**src/design/pip_pkg.sv**
```systemverilog
// Shared constants and types for the point-in-polygon test block.
// Used by pip_edge_unit and point_in_polygon_test; no dependencies.
package pip_pkg;

  localparam int MAX_VERTICES = 64;
  localparam int COORD_W      = 32;
  localparam int ADDR_W       = $clog2(MAX_VERTICES);
  localparam int COUNT_W      = 7;
  // Coordinate differences carry one extra bit, products twice that
  localparam int DIFF_W       = COORD_W + 1;
  localparam int PROD_W       = 2 * DIFF_W;
  localparam int MIN_VERTICES = 3;

  localparam logic CMD_WRITE = 1'b0;
  localparam logic CMD_QUERY = 1'b1;

  // Step strobes from the sequencer to the edge datapath
  typedef struct packed {
    logic load;   // capture differences and range flags of one edge
    logic mul_a;  // multiply (px - x1) * (y2 - y1)
    logic mul_b;  // multiply (py - y1) * (x2 - x1)
  } pip_edge_ctrl_t;

endpackage

```
**src/design/pip_edge_unit.sv**
```systemverilog
// Edge crossing datapath: range flags, one shared signed multiplier, one wide compare.
// Depends on pip_pkg.
module pip_edge_unit
  import pip_pkg::*;
(
  input  logic                      clk,
  input  pip_edge_ctrl_t            ctrl,
  input  logic signed [COORD_W-1:0] px,
  input  logic signed [COORD_W-1:0] py,
  input  logic signed [COORD_W-1:0] x1,
  input  logic signed [COORD_W-1:0] y1,
  input  logic signed [COORD_W-1:0] x2,
  input  logic signed [COORD_W-1:0] y2,
  output logic                      crossed
);

  logic signed [COORD_W-1:0] ymin;
  logic signed [COORD_W-1:0] ymax;
  logic signed [COORD_W-1:0] xmax;
  logic signed [DIFF_W-1:0]  ex;
  logic signed [DIFF_W-1:0]  ey;
  logic signed [DIFF_W-1:0]  dx;
  logic signed [DIFF_W-1:0]  dy;
  logic                      in_range;
  logic                      vertical;
  logic                      dy_pos;
  logic signed [DIFF_W-1:0]  op_a;
  logic signed [DIFF_W-1:0]  op_b;
  logic signed [PROD_W-1:0]  mul;
  logic signed [PROD_W-1:0]  prod;
  logic signed [PROD_W-1:0]  prod_a;
  logic                      le;

  // Bounding values of the edge
  assign ymin = (y1 < y2) ? y1 : y2;
  assign ymax = (y1 < y2) ? y2 : y1;
  assign xmax = (x1 < x2) ? x2 : x1;

  // Capture differences and flags of the current edge
  always_ff @(posedge clk) begin
    if (ctrl.load) begin
      ex       <= {px[COORD_W-1], px} - {x1[COORD_W-1], x1};
      ey       <= {py[COORD_W-1], py} - {y1[COORD_W-1], y1};
      dx       <= {x2[COORD_W-1], x2} - {x1[COORD_W-1], x1};
      dy       <= {y2[COORD_W-1], y2} - {y1[COORD_W-1], y1};
      in_range <= (py > ymin) && (py <= ymax) && (px <= xmax) && (y1 != y2);
      vertical <= (x1 == x2);
      dy_pos   <= (y2 > y1);
    end
  end

  // Shared multiplier: first the point side, then the intercept side
  assign op_a = ctrl.mul_a ? ex : ey;
  assign op_b = ctrl.mul_a ? dy : dx;
  assign mul  = op_a * op_b;

  always_ff @(posedge clk) begin
    if (ctrl.mul_a || ctrl.mul_b) begin
      prod <= mul;
    end
    if (ctrl.mul_b) begin
      prod_a <= prod;
    end
  end

  // Swap the sides of the compare when the edge runs downward
  assign le      = dy_pos ? (prod_a <= prod) : (prod <= prod_a);
  assign crossed = in_range && (vertical || le);

endmodule

```
**config.mk**
```make
export PLATFORM = sky130hd
export DESIGN_NAME = pip_edge_unit
export DESIGN_NICKNAME = d
export VERILOG_FILES = /design/src/design/pip_pkg.sv /design/src/design/pip_edge_unit.sv
export SDC_FILE = /design/constraint.sdc
export NUM_CORES = 2
export LEC_CHECK = 0
export BUFFER_PORTS_ARGS = -buffer_cell sky130_fd_sc_hd__buf_2
export CORE_ASPECT_RATIO = 0.9
export CORE_MARGIN = 3
export CORE_UTILIZATION = 33
export CTS_CLUSTER_DIAMETER = 100
export DETAILED_ROUTE_END_ITERATION = 10
export SYNTH_ARGS = -nofsm -noshare
export SYNTH_HDL_FRONTEND = slang
export SYNTH_SLANG_ARGS = --single-unit
```
**constraint.sdc**
```tcl
create_clock -name clk -period 9.75 [get_ports clk]
set_clock_uncertainty 0.05 [all_clocks]
set_input_delay 1.4625 -clock clk [delete_from_list [all_inputs] [get_ports clk]]
set_output_delay 1.4625 -clock clk [all_outputs]
set_load 0.01 [all_outputs]
```
==> flow_metrics.env <==
export IMPL_area_growth_pct=12.34
export IMPL_async_flop_share=0
export IMPL_cap_viol_max_count=0
export IMPL_num_rows=145
export IMPL_ant_nets=0
export IMPL_drv_slew=0
export IMPL_synth_ff_type="edfxtp_1"
export IMPL_utilization=0.3752
export IMPL_worstSetupEndpointType="flip-flop"
export IMPL_syn_inst=6132
export IMPL_arrival_ps=9600
export IMPL_synth_top_cell_by_area="fa_1"
export IMPL_die_h_um=404.7
export IMPL_synth_distinct_cells=98
export IMPL_wl_per_cell_um=21.23
export IMPL_cts_tree="yes"
export IMPL_drc_errors=0
export IMPL_rsz0062_at_grt="no"
export IMPL_cts_sinks=267
export IMPL_drive_gt1_frac=0.1130
export IMPL_synth_top_area_share=0.3946
export IMPL_hold_class="reg2reg"
export IMPL_drt_total_wl_um=188200
export IMPL_ys_seq_area_frac=0.1376
export IMPL_dpl_hpwl_um=165500
export IMPL_grt_max_degree=86
export IMPL_synth_net_count=7986
export IMPL_worstPathMaxFanout=16
export IMPL_cts_setup_buffers=0
export IMPL_cts_root_buffer="clkbuf_16"
export IMPL_drt_iter0_drc=3576
export IMPL_clk_insertion_delay_late_ps=590
export IMPL_final_hold_viol_count=0
export IMPL_htree_levels=2
export IMPL_drt_pass1_iter_count=8
export IMPL_finalWeightedCongestion=0.9530
export IMPL_fin_area_um2=65480
export IMPL_yosysWarnings=0
export IMPL_period_share=0.9599
export IMPL_synth_area_um2=58290
export IMPL_status="finished clean"
export IMPL_multiInputGateArea_um2=44640
export IMPL_nets=8330
export IMPL_syn_avg_cell_area_um2=9.506
export IMPL_register_area_um2=8018
export IMPL_worst_pin_slew_ps=1133
export IMPL_die_w_um=449.0
export IMPL_grt_overflow_total=0
export IMPL_numCtsBuffers=36
export IMPL_synth_edf_count=267
export IMPL_coreArea_um2=174500
export IMPL_period_minus_slack_ps=9359
export IMPL_synthTopCellsByArea="fa_1 (39%), edfxtp_1 (14%), ha_1 (11%), inv_1 (8.5%), nor2_1 (4.6%)"
export IMPL_cp_start_kind="input pin"
export IMPL_drt_vias_per_instance=4.984
export IMPL_hold_buffers=0
export IMPL_num_vias=44171
export IMPL_cts_clk_slew_worst_paths_ps=50
export IMPL_track_usage=0.2094
export IMPL_relSlewSlack=0.2448
export IMPL_setup_viol_count_final=0
export IMPL_grt_pass1_vias=47449
export IMPL_antenna_found_initial=20
export IMPL_ys_seq_elements=267
export IMPL_start_util=0.3340
export IMPL_placement_io_buffers=196
export IMPL_n_fill_cell=17651
export IMPL_cts_repair_resized=0
export IMPL_dpl_instance_area_um2=64350
export IMPL_criticalPathCategory="in2reg"
export IMPL_timing_fmax_mhz=106.8
export IMPL_die_area_um2=181700
export IMPL_critPathRequiredTime_ps=9990
export IMPL_clock_tree_buffer_depth=3
export IMPL_grt_pass1_wl_um=289900
export IMPL_ios=197
==> final cells by class <==
class	count	share of cell area
Timing Repair Buffer	510	0.05790
Antenna cell	9	0.0003440
Sequential cell	267	0.1224
Clock inverter	26	0.003076
Clock buffer	38	0.01387
Multi-Input combinational cell	4342	0.6817
Tap cell	2352	0.04494
Inverter	1319	0.07573
==> per-layer routing <==
metal	global-route usage	share of wire	vias to the layer above
met5	0	0.00032	-
met3	0.04185	0.080	270
met4	0.07669	0.043	8
li1	-	-	19830
met1	0.2829	0.43	22440
met2	0.3335	0.44	1623
==> metrics by stage <==
step | hold slack, ps | std cells | worst slack (ps) | setup TNS (ps)
2_1_floorplan | 376.4 | 6132 | 9.787 | 0
3_3_place_gp | 387.2 | 8790 | 1.402 | 0
3_5_place_dp | 386.3 | 8790 | -107.2 | -198.2
4_1_cts | 398.5 | 8854 | 477.6 | 0
5_1_grt | 415.0 | 8858 | 118.3 | 0
6_report | 397.1 | 8863 | 390.6 | 0
==> path summary, 6_finish.rpt <==
path | startpoint | to | slack [ps] | cells past startpoint
max | ctrl[1] | prod[64]$_DFFE_PP_ | 390 | 27
min | prod[0]$_DFFE_PP_ | prod_a[0]$_DFFE_PP_ | 400 | 0
max reg2reg | ey[20]$_DFFE_PP_ | prod[64]$_DFFE_PP_ | 1320 | 27
min reg2reg | prod[0]$_DFFE_PP_ | prod_a[0]$_DFFE_PP_ | 400 | 0
==> cells in the mapped netlist, types with 44 or more instances <==
library cell,instances
nor3_1,45
clkbuf_1,162
inv_1,1318
mux2i_1,157
xor2_1,44
a21oi_1,199
fa_1,1149
nor2_1,715
o21ai_0,122
xnor2_1,130
nor2b_1,44
mux2_2,64
edfxtp_1,267
nand2_1,596
ha_1,509
nand4_1,59
a21o_1,122
==> sequential cells by signal, indices dropped and copies added (netlist names) <==
| name | cells |
|---|---|
| vertical | 1 |
| ey | 33 |
| in_range | 1 |
| dx | 33 |
| dy | 33 |
| prod | 66 |
| ex | 33 |
| dy_pos | 1 |
| prod_a | 66 |
==> worst max-delay path, cell delays in order <==
cell and delay [ps]:
buf_6 180, buf_4 310, buf_4 240, mux2i_2 610, nand2_1 160, fa_1 550
fa_1 520, inv_1 50, fa_1 500, fa_1 410, fa_1 540, fa_1 440
fa_1 500, inv_1 50, fa_1 490, inv_1 50, ha_1 280, a21o_1 200
a21o_1 190, a21oi_2 150, o221ai_1 140, a211oi_2 510, a21oi_2 200, a311o_1 360
a31oi_2 230, o311ai_2 110, xor2_1 160
==> logic make-up after synthesis <==
| family | after synthesis | share of synthesized area |
|---|---|---|
| flops | 267 | 0.1376 |
| compound gates | 672 | 0.07650 |
| simple gates | 1617 | 0.1164 |
| buf+inv | 1523 | 0.1002 |
| xor+xnor | 174 | 0.02615 |
| fa+ha+maj | 1658 | 0.5039 |
| mux | 221 | 0.03933 |
==> cell usage in the layout, fill, tap and decap left out, types with 35 or more instances in the layout <==
master / n
buf_12: 35
nand2_1: 596
inv_1: 1316
fa_1: 1147
ha_1: 509
clkbuf_16: 36
xnor2_1: 130
o21ai_0: 122
nor2b_1: 44
buf_4: 280
mux2_2: 64
buf_2: 193
nor2_1: 715
a21oi_1: 199
mux2i_1: 121
xor2_1: 44
nand2b_1: 39
edfxtp_1: 267
nand4_1: 59
a21o_1: 122
nor3_1: 45
nand3_1: 38
Power is not shown: default switching activity piles up to over one toggle a cycle in this logic, so the estimate is an artifact.
